==> config.mk <==
export PLATFORM = sky130hd
export DESIGN_NAME = priority_task_scheduler_with_delays_top
export DESIGN_NICKNAME = d
export VERILOG_FILES = /design/src/rtl/ptsd_pkg.sv /design/src/rtl/ptsd_cnt_ram.sv /design/src/rtl/ptsd_seq.sv /design/src/rtl/priority_task_scheduler_with_delays_top.sv
export SDC_FILE = /design/constraint.sdc
export NUM_CORES = 1
export LEC_CHECK = 0
export ABC_AREA = 1
export BUFFER_PORTS_ARGS = -buffer_cell sky130_fd_sc_hd__buf_2
export CORE_UTILIZATION = 35
export CTS_CLUSTER_DIAMETER = 150
export CTS_CLUSTER_SIZE = 24
export DETAILED_ROUTE_END_ITERATION = 10
export HOLD_SLACK_MARGIN = 0.06
export PLACE_DENSITY_LB_ADDON = 0.05
export SKIP_LAST_GASP = 1
export SYNTH_ARGS = -nofsm -noshare
export SYNTH_HDL_FRONTEND = slang
export SYNTH_SLANG_ARGS = --single-unit
==> constraint.sdc <==
create_clock -name i_clk -period 5.1 [get_ports i_clk]
set_input_delay 0.51 -clock i_clk [delete_from_list [all_inputs] [get_ports i_clk]]
set_output_delay 0.51 -clock i_clk [all_outputs]
set_load 0.02 [all_outputs]
==> src/rtl/ptsd_pkg.sv <==
// ----------------------------------------------------------------------------
// ptsd_pkg - shared types and constants of the priority task scheduler
// Action codes, sequencer states, the result record and default sizes.
// ----------------------------------------------------------------------------
package ptsd_pkg;

    localparam int NUM_PRIOS_DEF  = 32;
    localparam int DELAY_BITS_DEF = 16;

    localparam int ACTION_W = 3;   // width of the action code
    localparam int PRIO_FW  = 5;   // width of the task_prio / next_prio fields
    localparam int TICKS_W  = 16;  // width of the delay_ticks field
    localparam int LOCK_W   = 8;   // width of the lock depth

    localparam logic [LOCK_W-1:0] LOCK_MAX = 8'd255;

    typedef enum logic [ACTION_W-1:0] {
        ACT_TICK   = 3'd0,
        ACT_CREATE = 3'd1,
        ACT_DELAY  = 3'd2,
        ACT_LOCK   = 3'd3,
        ACT_UNLOCK = 3'd4,
        ACT_START  = 3'd5
    } t_action;

    typedef enum logic [1:0] {
        ST_IDLE,
        ST_WALK,
        ST_DONE
    } t_state;

    typedef struct packed {
        logic [LOCK_W-1:0]  lock_level;
        logic               none_ready;
        logic [PRIO_FW-1:0] next_prio;
        logic               switch_request;
    } t_result;

endpackage

==> src/rtl/ptsd_cnt_ram.sv <==
// ----------------------------------------------------------------------------
// ptsd_cnt_ram - delay counter store
// One write port, one read port with registered read data.
// ----------------------------------------------------------------------------
module ptsd_cnt_ram #(
    parameter int DEPTH = 32,
    parameter int AW    = 5,
    parameter int DW    = 16
) (
    input  logic          i_clk,
    input  logic          i_we,
    input  logic [AW-1:0] i_waddr,
    input  logic [DW-1:0] i_wdata,
    input  logic [AW-1:0] i_raddr,
    output logic [DW-1:0] o_rdata
);

    logic [DW-1:0] r_mem [DEPTH];
    logic [DW-1:0] r_rdata;

    always_ff @(posedge i_clk) begin
        if (i_we) begin
            r_mem[i_waddr] <= i_wdata;
        end
    end

    always_ff @(posedge i_clk) begin
        r_rdata <= r_mem[i_raddr];
    end

    assign o_rdata = r_rdata;

endmodule

==> src/rtl/ptsd_seq.sv <==
// ----------------------------------------------------------------------------
// ptsd_seq - scheduler sequencer
// Holds the ready/delayed maps, lock depth and running task. Each request
// walks all slots once through one shared decrement/compare unit: a tick
// counts delayed slots down, and every request finds the lowest ready slot.
// ----------------------------------------------------------------------------
module ptsd_seq
    import ptsd_pkg::*;
#(
    parameter int NUM_PRIOS  = NUM_PRIOS_DEF,
    parameter int DELAY_BITS = DELAY_BITS_DEF,
    parameter int PRIO_W     = $clog2(NUM_PRIOS),
    parameter int IDX_W      = $clog2(NUM_PRIOS + 1)
) (
    input  logic                  i_clk,
    input  logic                  i_rst_n,
    // request side
    input  logic                  i_valid,
    output logic                  o_ready,
    input  logic [ACTION_W-1:0]   i_action,
    input  logic [PRIO_FW-1:0]    i_prio,
    input  logic [TICKS_W-1:0]    i_ticks,
    // result side
    input  logic                  i_out_free,
    output logic                  o_done,
    output t_result               o_result,
    // counter store
    output logic                  o_we,
    output logic [PRIO_W-1:0]     o_waddr,
    output logic [DELAY_BITS-1:0] o_wdata,
    output logic [PRIO_W-1:0]     o_raddr,
    input  logic [DELAY_BITS-1:0] i_rdata
);

    localparam logic [NUM_PRIOS-1:0]  P_ONE    = NUM_PRIOS'(1);
    localparam logic [DELAY_BITS-1:0] DLY_MAX  = '1;
    localparam logic [IDX_W-1:0]      IDX_LAST = IDX_W'(NUM_PRIOS);

    t_state                r_state,   n_state;
    logic [IDX_W-1:0]      r_idx,     n_idx;
    logic [ACTION_W-1:0]   r_action,  n_action;
    logic [NUM_PRIOS-1:0]  r_ready,   n_ready;
    logic [NUM_PRIOS-1:0]  r_delayed, n_delayed;
    logic [LOCK_W-1:0]     r_lock,    n_lock;
    logic [PRIO_W-1:0]     r_cur,     n_cur;
    logic                  r_cur_vld, n_cur_vld;
    logic                  r_found,   n_found;
    logic [PRIO_W-1:0]     r_best,    n_best;
    logic                  r_resched, n_resched;
    logic                  r_tick,    n_tick;

    logic [TICKS_W-1:0]    w_ticks_nz;
    logic [DELAY_BITS-1:0] w_load;
    logic [IDX_W-1:0]      w_idx_m1;
    logic [PRIO_W-1:0]     w_slot;
    logic [NUM_PRIOS-1:0]  w_slot_bit;
    logic [DELAY_BITS-1:0] w_dec;
    logic                  w_expire;
    logic                  w_rdy_bit;
    logic                  w_sw;

    // delay load value: zero taken as one, saturated to the counter range
    assign w_ticks_nz = (i_ticks == '0) ? TICKS_W'(1) : i_ticks;
    assign w_load     = (32'(w_ticks_nz) > 32'(DLY_MAX)) ? DLY_MAX
                                                         : DELAY_BITS'(w_ticks_nz);

    // shared unit: slot r_idx-1 is processed while slot r_idx is read
    assign w_idx_m1   = r_idx - IDX_W'(1);
    assign w_slot     = w_idx_m1[PRIO_W-1:0];
    assign w_slot_bit = P_ONE << w_slot;
    assign w_dec      = (i_rdata != '0) ? (i_rdata - DELAY_BITS'(1)) : '0;
    assign w_expire   = r_tick && r_delayed[w_slot] && (w_dec == '0);
    assign w_rdy_bit  = r_ready[w_slot] || w_expire;

    assign o_raddr = r_idx[PRIO_W-1:0];
    assign o_ready = (r_state == ST_IDLE);

    always_ff @(posedge i_clk) begin
        if (!i_rst_n) begin
            r_state   <= ST_IDLE;
            r_idx     <= '0;
            r_ready   <= '0;
            r_delayed <= '0;
            r_lock    <= '0;
            r_cur     <= '0;
            r_cur_vld <= 1'b0;
            r_found   <= 1'b0;
            r_resched <= 1'b0;
            r_tick    <= 1'b0;
        end else begin
            r_state   <= n_state;
            r_idx     <= n_idx;
            r_ready   <= n_ready;
            r_delayed <= n_delayed;
            r_lock    <= n_lock;
            r_cur     <= n_cur;
            r_cur_vld <= n_cur_vld;
            r_found   <= n_found;
            r_resched <= n_resched;
            r_tick    <= n_tick;
        end
    end

    // payload of the request in flight
    always_ff @(posedge i_clk) begin
        r_action <= n_action;
        r_best   <= n_best;
    end

    always_comb begin
        n_state   = r_state;
        n_idx     = r_idx;
        n_action  = r_action;
        n_ready   = r_ready;
        n_delayed = r_delayed;
        n_lock    = r_lock;
        n_cur     = r_cur;
        n_cur_vld = r_cur_vld;
        n_found   = r_found;
        n_best    = r_best;
        n_resched = r_resched;
        n_tick    = r_tick;
        o_we      = 1'b0;
        o_waddr   = r_cur;
        o_wdata   = w_load;
        o_done    = 1'b0;
        w_sw      = 1'b0;

        case (r_state)
            ST_IDLE: begin
                if (i_valid) begin
                    n_state   = ST_WALK;
                    n_idx     = '0;
                    n_found   = 1'b0;
                    n_best    = '0;
                    n_action  = i_action;
                    n_resched = 1'b0;
                    n_tick    = 1'b0;
                    case (i_action)
                        ACT_TICK: begin
                            n_tick    = 1'b1;
                            n_resched = 1'b1;
                        end
                        ACT_CREATE: begin
                            if (32'(i_prio) < 32'(NUM_PRIOS)) begin
                                n_ready   = r_ready | (P_ONE << PRIO_W'(i_prio));
                                n_delayed = r_delayed & ~(P_ONE << PRIO_W'(i_prio));
                            end
                        end
                        ACT_DELAY: begin
                            if (r_cur_vld) begin
                                o_we      = 1'b1;
                                n_delayed = r_delayed | (P_ONE << r_cur);
                                n_ready   = r_ready & ~(P_ONE << r_cur);
                                n_resched = 1'b1;
                            end
                        end
                        ACT_LOCK: begin
                            if (r_lock != LOCK_MAX) begin
                                n_lock = r_lock + LOCK_W'(1);
                            end
                        end
                        ACT_UNLOCK: begin
                            if (r_lock != '0) begin
                                n_lock    = r_lock - LOCK_W'(1);
                                n_resched = (r_lock == LOCK_W'(1));
                            end
                        end
                        default: ;
                    endcase
                end
            end

            ST_WALK: begin
                n_idx = r_idx + IDX_W'(1);
                if (r_idx != '0) begin
                    if (r_tick && r_delayed[w_slot]) begin
                        o_we    = 1'b1;
                        o_waddr = w_slot;
                        o_wdata = w_dec;
                    end
                    if (w_expire) begin
                        n_delayed = r_delayed & ~w_slot_bit;
                        n_ready   = r_ready | w_slot_bit;
                    end
                    if (!r_found && w_rdy_bit) begin
                        n_found = 1'b1;
                        n_best  = w_slot;
                    end
                end
                if (r_idx == IDX_LAST) begin
                    n_idx   = '0;
                    n_state = ST_DONE;
                end
            end

            ST_DONE: begin
                if (r_action == ACT_START) begin
                    if (r_found) begin
                        w_sw      = !r_cur_vld || (r_best != r_cur);
                        n_cur     = r_best;
                        n_cur_vld = 1'b1;
                    end
                end else if (r_resched && r_cur_vld && (r_lock == '0) && r_found
                             && (r_best != r_cur)) begin
                    w_sw  = 1'b1;
                    n_cur = r_best;
                end
                if (i_out_free) begin
                    o_done  = 1'b1;
                    n_state = ST_IDLE;
                end else begin
                    n_cur     = r_cur;
                    n_cur_vld = r_cur_vld;
                end
            end

            default: n_state = ST_IDLE;
        endcase

        o_result.switch_request = w_sw;
        o_result.next_prio      = n_cur_vld ? PRIO_FW'(n_cur) : '0;
        o_result.none_ready     = !r_found;
        o_result.lock_level     = r_lock;
    end

`ifndef SYNTHESIS
    a_maps_disjoint: assert property (@(posedge i_clk) disable iff (!i_rst_n)
        (r_ready & r_delayed) == '0)
        else $error("slot both ready and delayed");

    a_idx_range: assert property (@(posedge i_clk) disable iff (!i_rst_n)
        r_idx <= IDX_LAST)
        else $error("walk index out of range");

    a_switch_runs: assert property (@(posedge i_clk) disable iff (!i_rst_n)
        o_done && o_result.switch_request |=> r_cur_vld)
        else $error("switch reported with no running task");

    a_accept_walk: assert property (@(posedge i_clk) disable iff (!i_rst_n)
        o_ready && i_valid |=> (r_state == ST_WALK) && (r_idx == '0))
        else $error("accepted request did not start a walk");
`endif

endmodule

==> src/rtl/priority_task_scheduler_with_delays_top.sv <==
// Each request is accepted while idle, walks all slots through the shared decrement/compare
//   unit and then finishes; no new request is taken until the last one has finished, and the
//   finish waits while the output register is full.
// A finished result waits in the output register while the next request is taken.
// Reset (i_rst_n low, synchronous): maps, lock depth and running task cleared;
//   the counter store is not cleared and needs no clearing pass.
// ----------------------------------------------------------------------------
// priority_task_scheduler_with_delays_top - bitmap RTOS scheduler with delays
// One task per priority slot (0 highest), tick countdown, lock depth, start.
// ----------------------------------------------------------------------------
module priority_task_scheduler_with_delays_top
    import ptsd_pkg::*;
#(
    parameter int NUM_PRIOS  = NUM_PRIOS_DEF,   // 2 .. 32
    parameter int DELAY_BITS = DELAY_BITS_DEF   // 8 .. 32
) (
    input  logic        i_clk,
    input  logic        i_rst_n,
    // request stream
    input  logic        s_axis_tvalid,
    output logic        s_axis_tready,
    input  logic [23:0] s_axis_tdata,   // [4:0] task_prio, [20:5] delay_ticks, rest zero
    input  logic [2:0]  s_axis_tuser,   // [2:0] action
    // result stream
    output logic        m_axis_tvalid,
    input  logic        m_axis_tready,
    output logic [15:0] m_axis_tdata    // [0] switch_request, [5:1] next_prio,
                                        // [6] none_ready, [14:7] lock_level, [15] zero
);

    localparam int PRIO_W = $clog2(NUM_PRIOS);
    localparam int IDX_W  = $clog2(NUM_PRIOS + 1);

    logic                  w_out_free;
    logic                  w_done;
    t_result               w_result;
    logic                  w_we;
    logic [PRIO_W-1:0]     w_waddr;
    logic [DELAY_BITS-1:0] w_wdata;
    logic [PRIO_W-1:0]     w_raddr;
    logic [DELAY_BITS-1:0] w_rdata;

    // output register: holds one result until the downstream side takes it
    logic                  r_m_valid;
    t_result               r_m_result;

    assign w_out_free = !r_m_valid || m_axis_tready;

    ptsd_seq #(
        .NUM_PRIOS  (NUM_PRIOS),
        .DELAY_BITS (DELAY_BITS),
        .PRIO_W     (PRIO_W),
        .IDX_W      (IDX_W)
    ) u_seq (
        .i_clk      (i_clk),
        .i_rst_n    (i_rst_n),
        .i_valid    (s_axis_tvalid),
        .o_ready    (s_axis_tready),
        .i_action   (s_axis_tuser),
        .i_prio     (s_axis_tdata[4:0]),
        .i_ticks    (s_axis_tdata[20:5]),
        .i_out_free (w_out_free),
        .o_done     (w_done),
        .o_result   (w_result),
        .o_we       (w_we),
        .o_waddr    (w_waddr),
        .o_wdata    (w_wdata),
        .o_raddr    (w_raddr),
        .i_rdata    (w_rdata)
    );

    // per-slot delay counters; a counter's value is used only while the slot's delayed flag is set
    ptsd_cnt_ram #(
        .DEPTH (NUM_PRIOS),
        .AW    (PRIO_W),
        .DW    (DELAY_BITS)
    ) u_cnt_ram (
        .i_clk   (i_clk),
        .i_we    (w_we),
        .i_waddr (w_waddr),
        .i_wdata (w_wdata),
        .i_raddr (w_raddr),
        .o_rdata (w_rdata)
    );

    always_ff @(posedge i_clk) begin
        if (!i_rst_n) begin
            r_m_valid <= 1'b0;
        end else if (w_done) begin
            r_m_valid <= 1'b1;
        end else if (m_axis_tready) begin
            r_m_valid <= 1'b0;
        end
    end

    always_ff @(posedge i_clk) begin
        if (w_done) begin
            r_m_result <= w_result;
        end
    end

    assign m_axis_tvalid = r_m_valid;
    assign m_axis_tdata  = {1'b0, r_m_result};

endmodule

==> reports/summary.json <==
{
  "synth": {
    "ys_seq_elements": 641,
    "synth.cell_area_um2": 28400,
    "synthFlopType": "edfxtp_1",
    "yosys_warns": 0,
    "synth-seq-area-share": 0.640,
    "synthesis.area_per_instance_um2": 10.0,
    "synth_enable_flop_cells": 535,
    "synthArstFlopShare": 0,
    "syn-instance-count": 2840,
    "synth_cell_type_count": 47,
    "syn_nets": 2881
  },
  "critical_path": {
    "worstSetupPathType": "flip-flop to flip-flop",
    "timing.rr.start": "u_seq.r_idx[0]$_SDFFE_PN0P_",
    "critical_path.endpoint_type": "flip-flop",
    "timing.reg2reg.setup_slack_ns": 0.74,
    "crit_chain": "inv_8 > ha_1 > buf_4 > clkinv_1 > nand3_1 > nand3_1 > nand3_1 > nand2_1 > nand2_1 > nand4_4 > o21ai_1 > nand3_1 > nor2_1 > buf_4",
    "crit_path_top_delay_cell": "nand3_1",
    "critical_path.startpoint": "u_seq.r_idx[0]$_SDFFE_PN0P_",
    "cp_common_cell": "nand3_1",
    "crit-reg2reg-capture": "u_cnt_ram.r_mem[13][14]$_DFFE_PP_",
    "critical_path.max_stage_delay_ns": 0.52,
    "crit_fanout": 59,
    "crit_arrival_ns": 4.67,
    "worst_ep_required_time_ns": 5.41,
    "worstSetupEndpoint": "u_cnt_ram.r_mem[13][14]$_DFFE_PP_",
    "worst-r2r-cell-count": 14,
    "timing.critical_path.from_type": "flip-flop"
  },
  "power_and_ir_drop": {
    "clock_power_share": 0.282,
    "leakagePower_uw": 0.0105,
    "total_switching_power_uw": 2760,
    "intPower_uw": 7280,
    "power.ir.vdd_worst_mv": 0.256,
    "share_seq_of_total_power": 0.582,
    "power.density_cell_area_nw_per_um2": 326,
    "switching_power_share_of_the_total": 0.275,
    "post-layout-total-power_uw": 10000,
    "power.combinational.fraction": 0.136
  },
  "routing": {
    "routed_wl_um": 88400,
    "drt_first_iter_violations": 1751,
    "via_density_per_instance": 5.41,
    "drc": 0,
    "avgRoutedWirePerCell_um": 22.7,
    "detail_route_antenna_nets": 0,
    "drt_first_pass_iters": 5,
    "total_via_count_in_the_routed_design": 21000
  },
  "global_routing": {
    "via_count_of_the_first_global_routing_pass": 20100,
    "first_pass_grt_wire_length_um": 131000,
    "grt_antenna_before_repair": 1,
    "grt.overflow.total": 0,
    "grt_max_degree": 164,
    "track_usage": 0.212
  },
  "clock_tree": {
    "post_cts_sizing_count": 0,
    "cts_tree": "yes",
    "clk_pin_slew_worst_paths_ns": 0.11,
    "post_cts.repair.setup_buffers": 0,
    "clock_latency_of_the_later_clocked_register_in_the_worst_skew_pair_ns": 0.66,
    "cts.sink_count": 641,
    "cts_hold_buf": 0,
    "clk_path_buf_depth": 3,
    "cts.root.buffer_cell": "clkbuf_16",
    "ctsHtreeMaxLevel": 1,
    "tritoncts_buffers": 30
  },
  "die": {
    "fp.dieH_um": 287,
    "die_w_um": 287,
    "io_pins": 49,
    "fp-row-count": 104,
    "fp.coreArea_um2": 80400,
    "die_area_um2": 82400,
    "initial_utilization": 0.354
  },
  "hold_path": {
    "hold_path.startpoint": "s_axis_tuser[2]",
    "timing.hold.worst.class": "primary input to flip-flop"
  },
  "timing": {
    "highest_clock_frequency_the_design_can_meet_mhz": 230,
    "max_slew_margin": 0.211,
    "final_hold_viol_count": 0,
    "setup_tns_ns": 0,
    "shortest_clock_period_the_worst_path_allows_after_layout_ns": 4.36,
    "setup_viol": 0,
    "clock-skew-final_ns": 0.0340,
    "worst_slew_pin_slew_ns": 1.18,
    "grt_setup_unrepaired": "no",
    "final_min_period_over_clock_period": 0.854,
    "final_max_slew_viol_count": 0
  },
  "cells_and_area": {
    "fin_nets": 2849,
    "mostFrequentLayoutCells": "nor2_1 (558), edfxtp_1 (535), nand2_1 (359), o21ai_0 (344), inv_1 (135)",
    "postLayoutCoreUtil": 0.383,
    "layout.cells.most_common": "nor2_1",
    "area_overhead_of_the_layout_relative_to_synthesis_pct": 8.32,
    "post_route_cells_drive_above_1_share": 0.0692,
    "fillerInstances": 7955,
    "antennaDiodeCount": 0
  },
  "placement": {
    "globalplace.congestion": 0.832,
    "io_buffers": 44,
    "place_hpwl_um": 53300
  },
  "job": {
    "timing.max_cap.violations": 0
  },
  "run_status": {
    "result_of_the_run": "complete, no violations"
  }
}
## sequential cells by signal (all words and copies together), names as in the netlist
signal             flops
u_seq.r_tick           1
m_axis_tdata          15
u_seq.r_delayed       32
u_seq.r_cur_vld        1
u_seq.r_idx            6
u_seq.r_best           5
u_cnt_ram.o_rdata     16
u_seq.r_cur            5
u_seq.r_lock           8
m_axis_tvalid          1
u_cnt_ram.r_mem      512
u_seq.r_ready         32
u_seq.r_found          1
u_seq.r_action         3
u_seq.r_resched        1
u_seq.r_state          2
## cell usage after synthesis (13+ instances only)
| library cell | number | area [um2] |
|---|---|---|
| a211oi_1 | 43 | 323 |
| a21oi_1 | 115 | 576 |
| a22oi_1 | 18 | 135 |
| a31oi_1 | 46 | 288 |
| buf_1 | 13 | 48.8 |
| buf_2 | 35 | 175 |
| clkbuf_1 | 130 | 488 |
| dfxtp_1 | 106 | 2120 |
| edfxtp_1 | 535 | 16100 |
| inv_1 | 136 | 510 |
| nand2_1 | 359 | 1350 |
| nand3_1 | 127 | 636 |
| nand4_1 | 40 | 250 |
| nor2_1 | 561 | 2110 |
| nor3_1 | 21 | 105 |
| o21ai_0 | 358 | 1790 |
| o221ai_1 | 32 | 280 |
| o22ai_1 | 82 | 513 |
## worst min path at each step
stage                                             end  slack [ns]  cells past startpoint
final                     u_seq.r_action[2]$_DFFE_PP_        0.10                      1
after global routing      u_seq.r_action[2]$_DFFE_PP_         0.1                      1
after CTS                 u_seq.r_action[2]$_DFFE_PP_        0.07                      1
after detailed placement   m_axis_tdata[11]$_DFFE_PP_        0.48                      0
after global placement    u_seq.r_idx[5]$_SDFFE_PN0P_        0.47                      2
after floorplan            m_axis_tdata[11]$_DFFE_PP_        0.45                      0
## stage by stage
| stage | hold WS (ns) | cell area, um2 | cells | setup slack, ns |
|---|---|---|---|---|
| after floorplan | 0.453 | 28400 | 2840 | 0.497 |
| after global placement | 0.468 | 29900 | 3836 | 0.830 |
| after detailed placement | 0.483 | 29900 | 3836 | 0.762 |
| after CTS | 0.0747 | 30800 | 3892 | 0.726 |
| after global routing | 0.0974 | 30800 | 3892 | 0.413 |
| final | 0.105 | 30800 | 3892 | 0.745 |
## area by class of cell
cell class              instances  area [um2]  share of cell area
clock buffers                  54         851              0.0276
multi-input cells            1871        9010               0.293
well taps                    1060        1330              0.0431
inverters                     143         547              0.0178
repair buffers                121         848              0.0275
clock inverters                 2        22.5            0.000731
flip-flops and latches        641       18200               0.591
## cells by family (layout without fill, tap and decap cells)
logic type,Yosys count,count (layout),synth area share
buffers and inverters,328,320,0.0464
AOI/OAI and AO/OA,719,719,0.144
DFF,641,641,0.640
other,1,1,0.000132
and+or+nand+nor,1133,1133,0.163
xor gates and xnor gates,8,8,0.00246
adders and majority gates,10,10,0.00440
## layer usage
layer	vias up	global-route usage	part of all wire
li1	9982	-	-
met1	10500	0.299	0.46
met2	507	0.348	0.47
met3	99	0.0173	0.041
met4	0	0.0630	0.031
met5	-	0	0
## power by group through the flow
stage               combinational, uW  clock, uW  sequential, uW
CTS                              1380       2940            5840
global route                     1530       3090            5860
floorplan                         916          0            5940
finish                           1360       2840            5850
global placement                 1350          0            5960
detailed placement               1370          0            5960
## worst max-delay path, delay by kind of cell, from the launching register on
family / cells / cell delay (ns)
compound gates: 1 / 0.46
fa+ha+maj: 1 / 0.20
buf+inv: 4 / 1.24
flops: 1 / 0.39
simple gates: 8 / 1.68
No activity file was read; power rests on OpenSTA's default activity.
